--- src/rtl/tdg_pkg.sv ---
// Shared constants, register indexes and controller/datapath interface types for the governor.
package tdg_pkg;

	localparam int NUM_CORES  = 16;
	localparam int WINDOW_LEN = 5;
	localparam int CORE_W     = 4;
	localparam int SLOT_W     = (WINDOW_LEN > 1) ? $clog2(WINDOW_LEN) : 1;
	localparam int FILL_W     = $clog2(WINDOW_LEN + 1);
	localparam int WIN_DEPTH  = NUM_CORES * WINDOW_LEN;
	localparam int WIN_AW     = $clog2(WIN_DEPTH);
	localparam int DIV_STEPS  = 32;
	localparam int CNT_W      = 6;

	localparam logic [16:0] PEAK_SLACK = 17'd6554;
	localparam logic [10:0] MOD_NEAR   = 11'd1229;
	localparam logic [10:0] MOD_FAR    = 11'd819;
	localparam logic [11:0] BAND_NEAR  = 12'd10;
	localparam logic [11:0] BAND_FAR   = 12'd20;
	localparam logic [13:0] FREQ_LIMIT = 14'h3FFF;

	typedef enum logic [2:0] {
		CFG_MIN_FREQ  = 3'd0,
		CFG_MAX_FREQ  = 3'd1,
		CFG_FREQ_STEP = 3'd2,
		CFG_CRIT_TEMP = 3'd3,
		CFG_MARGIN    = 3'd4,
		CFG_THERM_SC  = 3'd5,
		CFG_UTIL_SC   = 3'd6,
		CFG_SPARE     = 3'd7
	} tdg_cfg_idx_t;

	typedef struct packed {
		logic              in_load;
		logic              win_write;
		logic              scan_rd;
		logic [SLOT_W-1:0] slot;
		logic              peak_upd;
		logic              mul1;
		logic              mul2;
		logic              div_load_pk;
		logic              div_load_step;
		logic              div_step;
		logic              take_quo;
		logic              take_trunc;
		logic              out_load;
	} tdg_cmd_t;

	typedef struct packed {
		logic              active;
		logic              hot;
		logic              pk_zero;
		logic              step_zero;
		logic [FILL_W-1:0] fill;
		logic              out_busy;
	} tdg_sts_t;

endpackage

--- src/rtl/tdg_ctrl.sv ---
// Sequencing state machine of the governor.
module tdg_ctrl (
	input  logic             clk,
	input  logic             arst_n,
	input  logic             in_valid,
	output logic             in_ready,
	input  tdg_pkg::tdg_sts_t sts,
	output tdg_pkg::tdg_cmd_t cmd
);
	import tdg_pkg::*;

	typedef enum logic [10:0] {
		S_IDLE     = 11'b00000000001,
		S_DISP     = 11'b00000000010,
		S_WRITE    = 11'b00000000100,
		S_SCAN     = 11'b00000001000,
		S_SCAN_END = 11'b00000010000,
		S_PEAK     = 11'b00000100000,
		S_MUL1     = 11'b00001000000,
		S_MUL2     = 11'b00010000000,
		S_DIVQ     = 11'b00100000000,
		S_DIVS     = 11'b01000000000,
		S_FIN      = 11'b10000000000
	} tdg_state_t;

	tdg_state_t       state_q, state_d;
	logic [CNT_W-1:0] cnt_q, cnt_d;
	logic [CNT_W-1:0] last_slot;

	assign last_slot = CNT_W'(sts.fill) - CNT_W'(1);
	assign in_ready  = (state_q == S_IDLE);

	always_comb begin
		state_d = state_q;
		cnt_d   = cnt_q;
		cmd     = '0;
		cmd.slot = cnt_q[SLOT_W-1:0];
		case (state_q)
			S_IDLE: begin
				if (in_valid) begin
					cmd.in_load = 1'b1;
					state_d     = S_DISP;
				end
			end
			S_DISP: begin
				state_d = sts.active ? S_WRITE : S_FIN;
			end
			S_WRITE: begin
				cmd.win_write = 1'b1;
				cnt_d         = '0;
				state_d       = S_SCAN;
			end
			S_SCAN: begin
				cmd.scan_rd = 1'b1;
				cnt_d       = cnt_q + CNT_W'(1);
				if (cnt_q == last_slot) begin
					state_d = S_SCAN_END;
				end
			end
			S_SCAN_END: begin
				state_d = S_PEAK;
			end
			S_PEAK: begin
				cmd.peak_upd = 1'b1;
				state_d      = S_MUL1;
			end
			S_MUL1: begin
				cmd.mul1 = 1'b1;
				state_d  = S_MUL2;
			end
			S_MUL2: begin
				cmd.mul2 = 1'b1;
				cnt_d    = '0;
				if (!sts.hot && !sts.pk_zero) begin
					state_d = S_DIVQ;
				end else if (!sts.step_zero) begin
					state_d = S_DIVS;
				end else begin
					state_d = S_FIN;
				end
			end
			S_DIVQ: begin
				cnt_d = cnt_q + CNT_W'(1);
				if (cnt_q == '0) begin
					cmd.div_load_pk = 1'b1;
				end else if (cnt_q == CNT_W'(DIV_STEPS + 1)) begin
					cmd.take_quo = 1'b1;
					cnt_d        = '0;
					state_d      = sts.step_zero ? S_FIN : S_DIVS;
				end else begin
					cmd.div_step = 1'b1;
				end
			end
			S_DIVS: begin
				cnt_d = cnt_q + CNT_W'(1);
				if (cnt_q == '0) begin
					cmd.div_load_step = 1'b1;
				end else if (cnt_q == CNT_W'(DIV_STEPS + 1)) begin
					cmd.take_trunc = 1'b1;
					cnt_d          = '0;
					state_d        = S_FIN;
				end else begin
					cmd.div_step = 1'b1;
				end
			end
			S_FIN: begin
				if (!sts.out_busy) begin
					cmd.out_load = 1'b1;
					state_d      = S_IDLE;
				end
			end
			default: begin
				state_d = S_IDLE;
			end
		endcase
	end

	always_ff @(posedge clk or negedge arst_n) begin
		if (!arst_n) begin
			state_q <= S_IDLE;
			cnt_q   <= '0;
		end else begin
			state_q <= state_d;
			cnt_q   <= cnt_d;
		end
	end
endmodule

--- config.mk ---
export PLATFORM = sky130hd
export DESIGN_NAME = tdg_ctrl
export DESIGN_NICKNAME = d
export VERILOG_FILES = /design/src/rtl/tdg_pkg.sv /design/src/rtl/tdg_ctrl.sv
export SDC_FILE = /design/constraint.sdc
export NUM_CORES = 1
export LEC_CHECK = 0
export BUFFER_PORTS_ARGS = -buffer_cell sky130_fd_sc_hd__buf_2
export CORE_MARGIN = 4
export CORE_UTILIZATION = 50
export CTS_CLUSTER_SIZE = 16
export DETAILED_ROUTE_END_ITERATION = 10
export PLACE_DENSITY_LB_ADDON = 0.05
export SLEW_MARGIN = 40
export SYNTH_ARGS = -nofsm -noshare
export SYNTH_HDL_FRONTEND = slang
export SYNTH_SLANG_ARGS = --single-unit
--- constraint.sdc ---
create_clock -name clk -period 2.7 [get_ports clk]
set_input_delay 0.81 -clock clk [delete_from_list [all_inputs] [get_ports clk]]
set_output_delay 0.81 -clock clk [all_outputs]
set_load 0.005 [all_outputs]
==> summary.json, run 1 <==
{
  "outcome": {"value": "complete, but fails checks"},
  "failed_checks": {"value": "negative setup slack"},
  "finalCritPeriodShare": {"value": 104, "unit": "%"},
  "drt_pre_antenna_iters": {"value": 4},
  "yosys_most_used_dff": {"value": "dfrtp_1"},
  "numPortBuffers": {"value": 26},
  "maxSlewViolCount": {"value": 0},
  "timing.rr.start": {"value": "state_q[4]$_DFFE_PN0P_"},
  "finalCoreUtilization": {"value": 66.7, "unit": "%"},
  "timing.critical_path.from": {"value": "state_q[4]$_DFFE_PN0P_"},
  "synth_seq_area_share": {"value": 30.6, "unit": "%"},
  "post-place-cells": {"value": 209},
  "area.growth.synth_to_final": {"value": 22.8, "unit": "%"},
  "floorplan.initialDensity": {"value": 54.3, "unit": "%"},
  "antenna_cells_inserted": {"value": 0},
  "grt_max_degree": {"value": 18},
  "nNetsFinal": {"value": 208},
  "timing.critical_path.arrival": {"value": 2000, "unit": "ps"},
  "h_tree_depth": {"value": 1},
  "number_of_antenna_violations_at_the_first_check_in_global_routing": {"value": 0},
  "synth.yosys.warnings": {"value": 0},
  "detailroute.via_count": {"value": 1263},
  "fin_hold_ws": {"value": 422, "unit": "ps"},
  "min_period": {"value": 2810, "unit": "ps"},
  "rows": {"value": 18},
  "timing_worst_slew_pin_value": {"value": 566, "unit": "ps"},
  "num_io_pins": {"value": 27},
  "number_of_buffers_on_the_longest_clock_path": {"value": 2},
  "grt_use_total": {"value": 19.5, "unit": "%"},
  "clock_latency": {"value": 290, "unit": "ps"},
  "cts_tree": {"value": "yes"},
  "finalWeightedCongestion": {"value": 0.825},
  "n_fill_cell": {"value": 224},
  "die_w": {"value": 60.8, "unit": "µm"},
  "grt_pass1_wl": {"value": 5.44, "unit": "mm"},
  "synth_nets": {"value": 172},
  "postSynthRegisterBits": {"value": 17},
  "pre_cts_ws": {"value": 121, "unit": "ps"},
  "layout.cell_area.non_filler": {"value": 1710, "unit": "µm²"},
  "synth_edf_count": {"value": 0},
  "synthesis.area_per_instance": {"value": 8.88, "unit": "µm²"},
  "critPathLaunchType": {"value": "flop"},
  "drt-vias-per-instance": {"value": 5.69},
  "fraction_of_layout_instances_using_a_drive_strength_above_1": {"value": 35.4, "unit": "%"},
  "setup_tns": {"value": -446, "unit": "ps"},
  "synth_top_cells_by_area": {"value": "dfrtp_1 (29%), nor4_4 (4.6%), nor2_1 (3.8%), xnor2_1 (3.8%), ha_1 (3.6%)"},
  "clock_sinks": {"value": 17},
  "irDropWorstVdd": {"value": 0.584, "unit": "mV"},
  "worst_ep_required_time": {"value": 1890, "unit": "ps"},
  "fin_cells": {"value": 222},
  "asyncSetResetFlopFracSynth": {"value": 100, "unit": "%"},
  "drv_cap": {"value": 0},
  "die_height": {"value": 60.8, "unit": "µm"},
  "skew": {"value": 4.87, "unit": "ps"},
  "synthesis.area": {"value": 1390, "unit": "µm²"},
  "hold_class": {"value": "primary input to async pin"},
  "setup_repair_after_global_routing_missed_its_margin": {"value": "yes"},
  "clock.fmax": {"value": 356, "unit": "MHz"},
  "postRouteAntennaNets": {"value": 0},
  "yosysTopAreaCellShare": {"value": 28.7, "unit": "%"},
  "fin_total_pwr": {"value": 1.15, "unit": "mW"},
  "wirelength": {"value": 3.27, "unit": "mm"},
  "hpwl": {"value": 2.43, "unit": "mm"},
  "remaining_drc_errors": {"value": 0},
  "timing.final.hold_violations": {"value": 0},
  "worstSetupPathType": {"value": "flop to output pin"},
  "leak": {"value": 0.798, "unit": "nW"},
  "dpl_cell_area": {"value": 1550, "unit": "µm²"},
  "timing.max_slew.rel_slack": {"value": 61.9, "unit": "%"},
  "synthCells": {"value": 157},
  "clk_pin_slew": {"value": 110, "unit": "ps"},
  "globalRoute.totalOverflow": {"value": 0},
  "critical_path_peak_fanout": {"value": 3},
  "core-area": {"value": 2570, "unit": "µm²"},
  "fp.dieArea": {"value": 3700, "unit": "µm²"},
  "numCtsBuffers": {"value": 3},
  "vias_in_the_first_global_route": {"value": 1172},
  "dr.first_iter.drc_count": {"value": 53},
  "route.detailed.wl_per_inst": {"value": 14.7, "unit": "µm"},
  "timing.critical_path.to_type": {"value": "output pin"},
  "clock-root-buffer": {"value": "clkbuf_4"},
  "synth_area_leader_cell": {"value": "dfrtp_1"},
  "final-setup-viol-count": {"value": 9},
  "power.density_cell_area": {"value": 672, "unit": "nW/µm²"},
  "setup_slack": {"value": -110, "unit": "ps"},
  "post_synth_num_cell_types": {"value": 51}
}
-- synthesized netlist by cell type, drive strengths merged, types with 2 or more instances --
| master | instances |
|---|---|
| xor2 | 2 |
| o21ai | 6 |
| nand2 | 10 |
| and3 | 6 |
| nor3 | 5 |
| inv | 8 |
| clkbuf | 2 |
| nand2b | 5 |
| nand4 | 2 |
| nor4 | 7 |
| a211oi | 3 |
| ha | 4 |
| nand3b | 4 |
| a21oi | 4 |
| nor2 | 15 |
| dfrtp | 16 |
| a21o | 2 |
| nor2b | 6 |
| buf | 9 |
| and3b | 2 |
| o211ai | 2 |
| nor3b | 4 |
| nand3 | 6 |
| or4 | 2 |
| o21a | 2 |
| xnor2 | 6 |
| and2 | 2 |
-- sequential cells by signal, summed over array words and instances, names as in the netlist --
signal	flops
state_q	11
cnt_q	6
-- worst paths after layout --
kind	to	slack, ps	depth (start not counted)
min reg2reg	state_q[5]$_DFFE_PN0P_	610	2
max	cmd[6]	-110	6
min in group clk	state_q[5]$_DFFE_PN0P_	610	2
min	state_q[3]$_DFFE_PN0P_	420	1
max in group asynchronous	state_q[0]$_DFFE_PN1P_	1950	1
max reg2reg	state_q[9]$_DFFE_PN0P_	400	8
-- cells in the final DEF, fill, tap and decap left out, types with 4 or more instances in the layout --
| cell | count |
|---|---|
| buf_2 | 26 |
| buf_4 | 15 |
| dfrtp_1 | 14 |
| nor2_1 | 13 |
| nand2_1 | 9 |
| inv_1 | 8 |
| nor2b_1 | 6 |
| xnor2_1 | 6 |
| and3_1 | 6 |
| nand2b_1 | 5 |
| nand3_1 | 5 |
| nor4_4 | 4 |
| nand3b_1 | 4 |
| o21ai_0 | 4 |
| a21oi_1 | 4 |
| ha_1 | 4 |
-- area by class of cell --
class / instances / area (µm²) / area share (%)
Clock buffer: 3 / 22.5 / 1.32
Clock inverter: 1 / 5.00 / 0.292
Inverter: 8 / 30.0 / 1.75
Multi-Input combinational cell: 121 / 933 / 54.5
Sequential cell: 17 / 429 / 25.1
Tap cell: 30 / 37.5 / 2.19
Timing Repair Buffer: 42 / 254 / 14.8
-- layer usage --
layer / track usage (%) / wire (µm) / vias up
met5: 0 / 0 / -
met4: 5.57 / 21 / 0
met3: 2.77 / 189 / 4
met2: 29.8 / 1480 / 45
met1: 28.5 / 1580 / 585
li1: - / - / 629
-- critical path, cell delays in order, from the launching register on --
cell	delay (ps)
dfrtp_1	410
or4_4	580
buf_4	170
nor2_4	110
nand2_2	80
nor3b_2	220
buf_2	150
-- power breakdown --
group,total (mW),switching [mW],internal [mW]
Combinational,0.649,0.350,0.299
Clock,0.142,0.0871,0.0551
Sequential,0.359,0.0598,0.299
Total,1.15,0.497,0.653
-- cell families (layout without fill, tap and decap cells) --
| logic type | Yosys count | after routing | synth area share [%] |
|---|---|---|---|
| buffers and inverters | 19 | 54 | 6.91 |
| XOR/XNOR | 8 | 8 | 5.03 |
| multiplexers | 2 | 2 | 1.53 |
| AO/OA/AOI/OAI | 27 | 27 | 16.2 |
| AND/OR/NAND/NOR | 80 | 80 | 36.2 |
| flip-flops | 17 | 17 | 30.6 |
| adder cells (fa/ha/maj) | 4 | 4 | 3.59 |
-- what timing repair did --
action | in CTS | in global routing
buffers inserted | 4 | 5
gates resized for setup | 8 | 8
pin swaps | 5 | 6
hold buffers | 0 | 0
endpoints found under the setup margin | 12 | 13
gates cloned | 0 | 0
(Power assumes the default switching activity.)
==> run 2, diff against run 1 <==
--- a/config.mk
+++ b/config.mk
@@ -10,6 +10,7 @@
 export CORE_UTILIZATION = 50
 export CTS_CLUSTER_SIZE = 16
 export DETAILED_ROUTE_END_ITERATION = 10
+export MAX_ROUTING_LAYER = met4
 export PLACE_DENSITY_LB_ADDON = 0.05
 export SLEW_MARGIN = 40
 export SYNTH_ARGS = -nofsm -noshare
==> run 2 against run 1 <==
Compared with the run above: the flow still finishes with violations (negative setup slack); sequential cell count unchanged; clock-buffer cell count is the same; non-clock buffer count did not move; first-iteration DRC count down 5.7%; worst hold slack worse by 1.6 ps; sequential power is essentially flat; worst setup slack got worse by 3.1 ps; critical path type unchanged; cell count unchanged; final area stayed put; global-route usage rose by 0.66 points; utilization stayed put; largest power group unchanged.
==> summary.json, run 2 (same netlist as run 1, synthesis figures left out) <==
{
  "numPortBuffers": {"value": 26, "change": "unchanged"},
  "rr_endpoint": {"value": "state_q[9]$_DFFE_PN0P_"},
  "crit_slowest_cell": {"value": "or4_4"},
  "worstSetupPathType": {"value": "flop to output pin"},
  "ctsHoldBuffers": {"value": 0, "change": "unchanged"},
  "clock-root-buffer": {"value": "clkbuf_4"},
  "grt_pass1_wl": {"value": 5.44, "unit": "mm", "change": "+0.13%"},
  "failed_checks": {"value": "negative setup slack"},
  "clock.fmax": {"value": 356, "unit": "MHz", "change": "-0.11%"},
  "worst_ep_required_time": {"value": 1890, "unit": "ps", "change": "about the same"},
  "grt_max_degree": {"value": 18, "change": "unchanged"},
  "timing.critical_path.to_type": {"value": "output pin"},
  "fraction_of_layout_instances_using_a_drive_strength_above_1": {"value": 35.4, "unit": "%", "change": "unchanged"},
  "numCtsBuffers": {"value": 3, "change": "unchanged"},
  "number_of_buffers_on_the_longest_clock_path": {"value": 2, "change": "unchanged"},
  "drt-vias-per-instance": {"value": 5.68, "change": "-0.24%"},
  "irDropWorstVdd": {"value": 0.586, "unit": "mV", "change": "+0.44%"},
  "worst_path_dominant_cell_family": {"value": "simple AND/OR/NAND/NOR gates"},
  "vias_in_the_first_global_route": {"value": 1173, "change": "+0.085%"},
  "maxSlewViolCount": {"value": 0, "change": "unchanged"},
  "clock_latency": {"value": 290, "unit": "ps", "change": "about the same"},
  "setup_repair_after_global_routing_missed_its_margin": {"value": "yes"},
  "dr.first_iter.drc_count": {"value": 50, "change": "-5.7%"},
  "most_common_library_cell_in_the_layout_ignoring_fill_and_taps": {"value": "buf_2"},
  "skew": {"value": 6.24, "unit": "ps", "change": "+1.36 ps"},
  "post-place-cells": {"value": 209, "change": "unchanged"},
  "hold_class": {"value": "primary input to async pin"},
  "die_height": {"value": 60.8, "unit": "µm", "change": "unchanged"},
  "setup_slack": {"value": -113, "unit": "ps", "change": "-3.06 ps"},
  "h_tree_depth": {"value": 1, "change": "unchanged"},
  "core-area": {"value": 2570, "unit": "µm²", "change": "unchanged"},
  "rrSetupSlack": {"value": 400, "unit": "ps", "change": "about the same"},
  "grt_use_total": {"value": 20.1, "unit": "%", "change": "+0.66 points"},
  "nNetsFinal": {"value": 208, "change": "unchanged"},
  "antenna_cells_inserted": {"value": 0, "change": "unchanged"},
  "num_io_pins": {"value": 27, "change": "unchanged"},
  "clock_sinks": {"value": 17, "change": "unchanged"},
  "detailroute.via_count": {"value": 1260, "change": "-0.24%"},
  "area.growth.synth_to_final": {"value": 22.8, "unit": "%", "change": "unchanged"},
  "timing_worst_slew_pin_value": {"value": 590, "unit": "ps", "change": "+23.4 ps"},
  "largest-register": {"value": "state_q"},
  "critical_path_peak_fanout": {"value": 3, "change": "unchanged"},
  "power.density_cell_area": {"value": 675, "unit": "nW/µm²", "change": "+0.45%"},
  "outcome": {"value": "complete, but fails checks"},
  "hpwl": {"value": 2.43, "unit": "mm", "change": "unchanged"},
  "timing.critical_path.arrival": {"value": 2000, "unit": "ps", "change": "about the same"},
  "postRouteAntennaNets": {"value": 0, "change": "unchanged"},
  "globalRoute.totalOverflow": {"value": 0, "change": "unchanged"},
  "floorplan.initialDensity": {"value": 54.3, "unit": "%", "change": "unchanged"},
  "finalCritPeriodShare": {"value": 104, "unit": "%", "change": "+0.11 points"},
  "drt_pre_antenna_iters": {"value": 4, "change": "unchanged"},
  "fin_total_pwr": {"value": 1.16, "unit": "mW", "change": "+0.45%"},
  "cp.buffers_inverters": {"value": 2, "change": "unchanged"},
  "cts_tree": {"value": "yes"},
  "crit_path_cell_trace": {"value": "or4_4 -> buf_4 -> nor2_4 -> nand2_2 -> nor3b_2 -> buf_2"},
  "min_period": {"value": 2810, "unit": "ps", "change": "+3.06 ps"},
  "timing.max_slew.rel_slack": {"value": 60.3, "unit": "%", "change": "-1.6 points"},
  "critPathLaunchType": {"value": "flop"},
  "timing.final.hold_violations": {"value": 0, "change": "unchanged"},
  "fp.dieArea": {"value": 3700, "unit": "µm²", "change": "unchanged"},
  "die_w": {"value": 60.8, "unit": "µm", "change": "unchanged"},
  "drv_cap": {"value": 0, "change": "unchanged"},
  "route.detailed.wl_per_inst": {"value": 14.8, "unit": "µm", "change": "+0.46%"},
  "rows": {"value": 18, "change": "unchanged"},
  "reg_top3": {"value": "state_q (11), cnt_q (6)"},
  "depth_of_the_most_critical_reg_to_reg_path": {"value": 8, "change": "unchanged"},
  "final-setup-viol-count": {"value": 9, "change": "unchanged"},
  "fin_cells": {"value": 222, "change": "unchanged"},
  "finalWeightedCongestion": {"value": 0.837, "change": "+1.5%"},
  "largest_register_ffs": {"value": 11, "change": "unchanged"},
  "number_of_antenna_violations_at_the_first_check_in_global_routing": {"value": 0, "change": "unchanged"},
  "leak": {"value": 0.798, "unit": "nW", "change": "unchanged"},
  "remaining_drc_errors": {"value": 0, "change": "unchanged"},
  "final_cell_mix": {"value": "buf_2 (26), buf_4 (15), dfrtp_1 (14)"},
  "wirelength": {"value": 3.29, "unit": "mm", "change": "+0.46%"},
  "critPathMaxStageDelay": {"value": 580, "unit": "ps", "change": "about the same"},
  "setup_tns": {"value": -476, "unit": "ps", "change": "-29.7 ps"},
  "timing.rr.start": {"value": "state_q[4]$_DFFE_PN0P_"},
  "clk_pin_slew": {"value": 110, "unit": "ps", "change": "about the same"},
  "finalCoreUtilization": {"value": 66.7, "unit": "%", "change": "unchanged"}
}
run 2: cell counts in the layout (fill, tap and decap cells not counted):
Identical to the previous run, type by type.
run 2: per-stage QoR:
| stage | area, µm² | worst slack (ps) | hold WS [ps] |
|---|---|---|---|
| 4_1_cts | 1640 | -32.2 | 435 |
| 5_1_grt | 1710 | -206 | 438 |
| 3_5_place_dp | 1550 | 121 | 561 |
| 3_3_place_gp | 1550 | 176 | 601 |
| 6_report | 1710 | -113 | 420 |
| 2_1_floorplan | 1390 | 293 | 507 |
run 2: what timing repair did:
item,in CTS,in global routing
setup endpoints to repair,12,13
pin swaps,5,6
resized for setup,8,8
buffers inserted,4,5
run 2: final cells by class:
type	count	area, µm²
multi-input cells	121	933
fillers	224	856
flip-flops and latches	17	429
repair buffers	42	254
well taps	30	37.5
inverters	8	30.0
clock buffers	3	22.5
clock inverters	1	5.00
run 2: per-layer routing:
layer	GRT usage (%)	vias up	routed length, µm
met5	-	-	0
met4	5.57	0	15
met3	2.55	2	174
met2	29.9	44	1480
met1	28.6	585	1610
li1	-	629	-
run 2: worst max-delay path by stage:
stage | slack (ps) | depth (start not counted) | startpoint | endpoint
final | -110 | 6 | state_q[4]$_DFFE_PN0P_ | cmd[6]
after global routing | -210 | 5 | state_q[4]$_DFFE_PN0P_ | cmd[3]
after CTS | -30 | 5 | state_q[4]$_DFFE_PN0P_ | cmd[2]
after detailed placement | 120 | 5 | state_q[1]$_DFFE_PN0P_ | cmd[6]
after global placement | 180 | 5 | state_q[1]$_DFFE_PN0P_ | cmd[5]
after floorplan | 290 | 5 | state_q[1]$_DFFE_PN0P_ | cmd[2]
run 2: report_power, final:
part	total, mW	switching, mW	internal (mW)
clock network	0.143	0.0881	0.0551
registers	0.359	0.0600	0.299
logic	0.653	0.354	0.299
==> run 3, diff against run 2 <==
--- a/config.mk
+++ b/config.mk
@@ -16,3 +16,4 @@
 export SYNTH_ARGS = -nofsm -noshare
 export SYNTH_HDL_FRONTEND = slang
 export SYNTH_SLANG_ARGS = --single-unit
+export TNS_END_PERCENT = 30
==> run 3 against run 2 <==
Compared with the run above: the run still ends with negative setup slack left; worst setup slack gained 30 ps; clock-buffer cell count is the same; critical path depth is the same; maximum frequency grew 1.1%; critical path type unchanged; sequential share of layout area grew 0.72 points; utilization shrank 1.9 points; largest cell class unchanged; combinational power shrank 7.7%; first-iteration DRC count grew 10%; sequential power is essentially flat.
==> summary.json, run 3 (same netlist as run 1, synthesis figures left out) <==
{
  "number_of_antenna_violations_at_the_first_check_in_global_routing": {"value": 0, "change": "unchanged"},
  "die_height": {"value": 60.8, "unit": "µm", "change": "unchanged"},
  "largest-register": {"value": "state_q"},
  "min_period": {"value": 2780, "unit": "ps", "change": "-30.4 ps"},
  "failed_checks": {"value": "negative setup slack"},
  "h_tree_depth": {"value": 1, "change": "unchanged"},
  "timing.critical_path.from": {"value": "state_q[4]$_DFFE_PN0P_"},
  "timing.final.hold_violations": {"value": 0, "change": "unchanged"},
  "fin_hold_ws": {"value": 421, "unit": "ps", "change": "+1.01 ps"},
  "antenna_cells_inserted": {"value": 0, "change": "unchanged"},
  "fp.dieArea": {"value": 3700, "unit": "µm²", "change": "unchanged"},
  "setup_tns": {"value": -174, "unit": "ps", "change": "+302 ps"},
  "drt-vias-per-instance": {"value": 5.67, "change": "about the same"},
  "route.detailed.wl_per_inst": {"value": 14.6, "unit": "µm", "change": "-1.1%"},
  "dr.first_iter.drc_count": {"value": 55, "change": "+10%"},
  "final_cell_mix": {"value": "buf_2 (26), dfrtp_1 (14), nor2_1 (13)"},
  "core-area": {"value": 2570, "unit": "µm²", "change": "unchanged"},
  "clock.fmax": {"value": 359, "unit": "MHz", "change": "+1.1%"},
  "final-setup-viol-count": {"value": 4, "change": "-5"},
  "postRouteAntennaNets": {"value": 0, "change": "unchanged"},
  "finalCoreUtilization": {"value": 64.8, "unit": "%", "change": "-1.9 points"},
  "globalRoute.totalOverflow": {"value": 0, "change": "unchanged"},
  "num_io_pins": {"value": 27, "change": "unchanged"},
  "setup_slack": {"value": -82.5, "unit": "ps", "change": "+30.4 ps"},
  "grt_use_total": {"value": 19.9, "unit": "%", "change": "-0.23 points"},
  "numPortBuffers": {"value": 26, "change": "unchanged"},
  "timing.critical_path.arrival": {"value": 1970, "unit": "ps", "change": "-30 ps"},
  "maxSlewViolCount": {"value": 0, "change": "unchanged"},
  "finalCritPeriodShare": {"value": 103, "unit": "%", "change": "-1.1 points"},
  "clk_pin_slew": {"value": 110, "unit": "ps", "change": "about the same"},
  "drv_cap": {"value": 0, "change": "unchanged"},
  "hold_class": {"value": "primary input to async pin"},
  "largest_register_ffs": {"value": 11, "change": "unchanged"},
  "fraction_of_layout_instances_using_a_drive_strength_above_1": {"value": 33.5, "unit": "%", "change": "-1.9 points"},
  "crit_path_cell_trace": {"value": "or4_4 -> buf_4 -> nor2_4 -> nand2_1 -> nor3b_2 -> buf_2"},
  "drt_pre_antenna_iters": {"value": 4, "change": "unchanged"},
  "timing_worst_slew_pin_value": {"value": 568, "unit": "ps", "change": "-21.7 ps"},
  "setup_repair_after_global_routing_missed_its_margin": {"value": "yes"},
  "hpwl": {"value": 2.43, "unit": "mm", "change": "unchanged"},
  "critical_path_peak_fanout": {"value": 3, "change": "unchanged"},
  "finalWeightedCongestion": {"value": 0.837, "change": "unchanged"},
  "worstSetupPathType": {"value": "flop to output pin"},
  "clock_sinks": {"value": 17, "change": "unchanged"},
  "timing.max_slew.rel_slack": {"value": 61.8, "unit": "%", "change": "+1.5 points"},
  "timing.critical_path.to_type": {"value": "output pin"},
  "grt_pass1_wl": {"value": 5.38, "unit": "mm", "change": "-1.3%"},
  "cts_tree": {"value": "yes"},
  "wl_met3": {"value": 193, "unit": "µm", "change": "+11%"},
  "nNetsFinal": {"value": 204, "change": "-1.9%"},
  "skew": {"value": 5.45, "unit": "ps", "change": "-0.782 ps"},
  "clock-root-buffer": {"value": "clkbuf_4"},
  "fin_total_pwr": {"value": 1.10, "unit": "mW", "change": "-4.4%"},
  "critPathMaxStageDelay": {"value": 570, "unit": "ps", "change": "about the same"},
  "maxUsedRoutingLayer": {"value": "met4"},
  "numCtsBuffers": {"value": 3, "change": "unchanged"},
  "outcome": {"value": "complete, but fails checks"},
  "most_common_library_cell_in_the_layout_ignoring_fill_and_taps": {"value": "buf_2"},
  "clock_latency": {"value": 290, "unit": "ps", "change": "about the same"},
  "route.layer.met1.wl": {"value": 1.55, "unit": "mm", "change": "-4.2%"},
  "area.growth.synth_to_final": {"value": 19.4, "unit": "%"},
  "rows": {"value": 18, "change": "unchanged"},
  "power.density_cell_area": {"value": 663, "unit": "nW/µm²", "change": "-1.7%"},
  "grt_max_degree": {"value": 18, "change": "unchanged"},
  "wirelength": {"value": 3.19, "unit": "mm", "change": "-2.9%"},
  "wire_length_on_met2": {"value": 1.44, "unit": "mm", "change": "-3.2%"},
  "leak": {"value": 0.781, "unit": "nW", "change": "-2.1%"},
  "remaining_drc_errors": {"value": 0, "change": "unchanged"},
  "crit_slowest_cell": {"value": "or4_4"},
  "floorplan.initialDensity": {"value": 54.3, "unit": "%", "change": "unchanged"},
  "detailroute.via_count": {"value": 1237, "change": "-1.8%"},
  "critPathLaunchType": {"value": "flop"},
  "vias_in_the_first_global_route": {"value": 1157, "change": "-1.4%"},
  "irDropWorstVdd": {"value": 0.554, "unit": "mV", "change": "-5.5%"},
  "worst_ep_required_time": {"value": 1890, "unit": "ps", "change": "about the same"},
  "die_w": {"value": 60.8, "unit": "µm", "change": "unchanged"},
  "number_of_buffers_on_the_longest_clock_path": {"value": 2, "change": "unchanged"},
  "reg_top3": {"value": "state_q (11), cnt_q (6)"},
  "timing.rr.start": {"value": "state_q[4]$_DFFE_PN0P_"}
}
## run 3: layout make-up
class | count | area [µm²]
Multi-Input combinational cell | 121 | 920
Fill cell | 234 | 903
Sequential cell | 17 | 429
Timing Repair Buffer | 38 | 220
Tap cell | 30 | 37.5
Inverter | 8 | 30.0
Clock buffer | 3 | 22.5
Clock inverter | 1 | 5.00
## run 3: worst max-delay path, delay by kind of cell, from the launching register on
family                 cells  cell delay (ps)
buffers and inverters      2              320
and+or+nand+nor            4              950
DFF                        1              400
## run 3: power breakdown
part / switching, mW / internal [mW] / leakage [nW]
Sequential: 0.0596 / 0.299 / 0.228
Clock: 0.0872 / 0.0551 / 0.0177
Combinational: 0.329 / 0.273 / 0.536
## run 3: metal layers
metal,global-route usage [%],vias up
met5,-,-
met4,5.57,0
met3,2.55,2
met2,29.5,37
met1,28.4,579
li1,-,619
## run 3: timing repair
| item | CTS | global route |
|---|---|---|
| pin swaps | 5 | 1 |
| hold buffers | 0 | 0 |
| setup buffers | 3 | 2 |
| gates resized for setup | 7 | 5 |
| setup endpoints to repair | 12 | 13 |
## run 3: final timing paths
path / to / slack [ps] / depth (start not counted)
worst max-delay path: cmd[6] / -80 / 6
worst min-delay path: state_q[5]$_DFFE_PN0P_ / 420 / 1
worst max register to register: state_q[9]$_DFFE_PN0P_ / 510 / 7
worst min register to register: state_q[5]$_DFFE_PN0P_ / 610 / 2
max in group asynchronous: state_q[0]$_DFFE_PN1P_ / 1950 / 1
min in group clk: state_q[5]$_DFFE_PN0P_ / 610 / 2
## run 3: per-stage QoR
| step | setup slack, ps | cell area (µm²) | instances |
|---|---|---|---|
| floorplan | 293 | 1390 | 157 |
| global placement | 176 | 1550 | 209 |
| detailed placement | 121 | 1550 | 209 |
| CTS | -52.3 | 1630 | 216 |
| global route | -204 | 1660 | 218 |
| finish | -82.5 | 1660 | 218 |
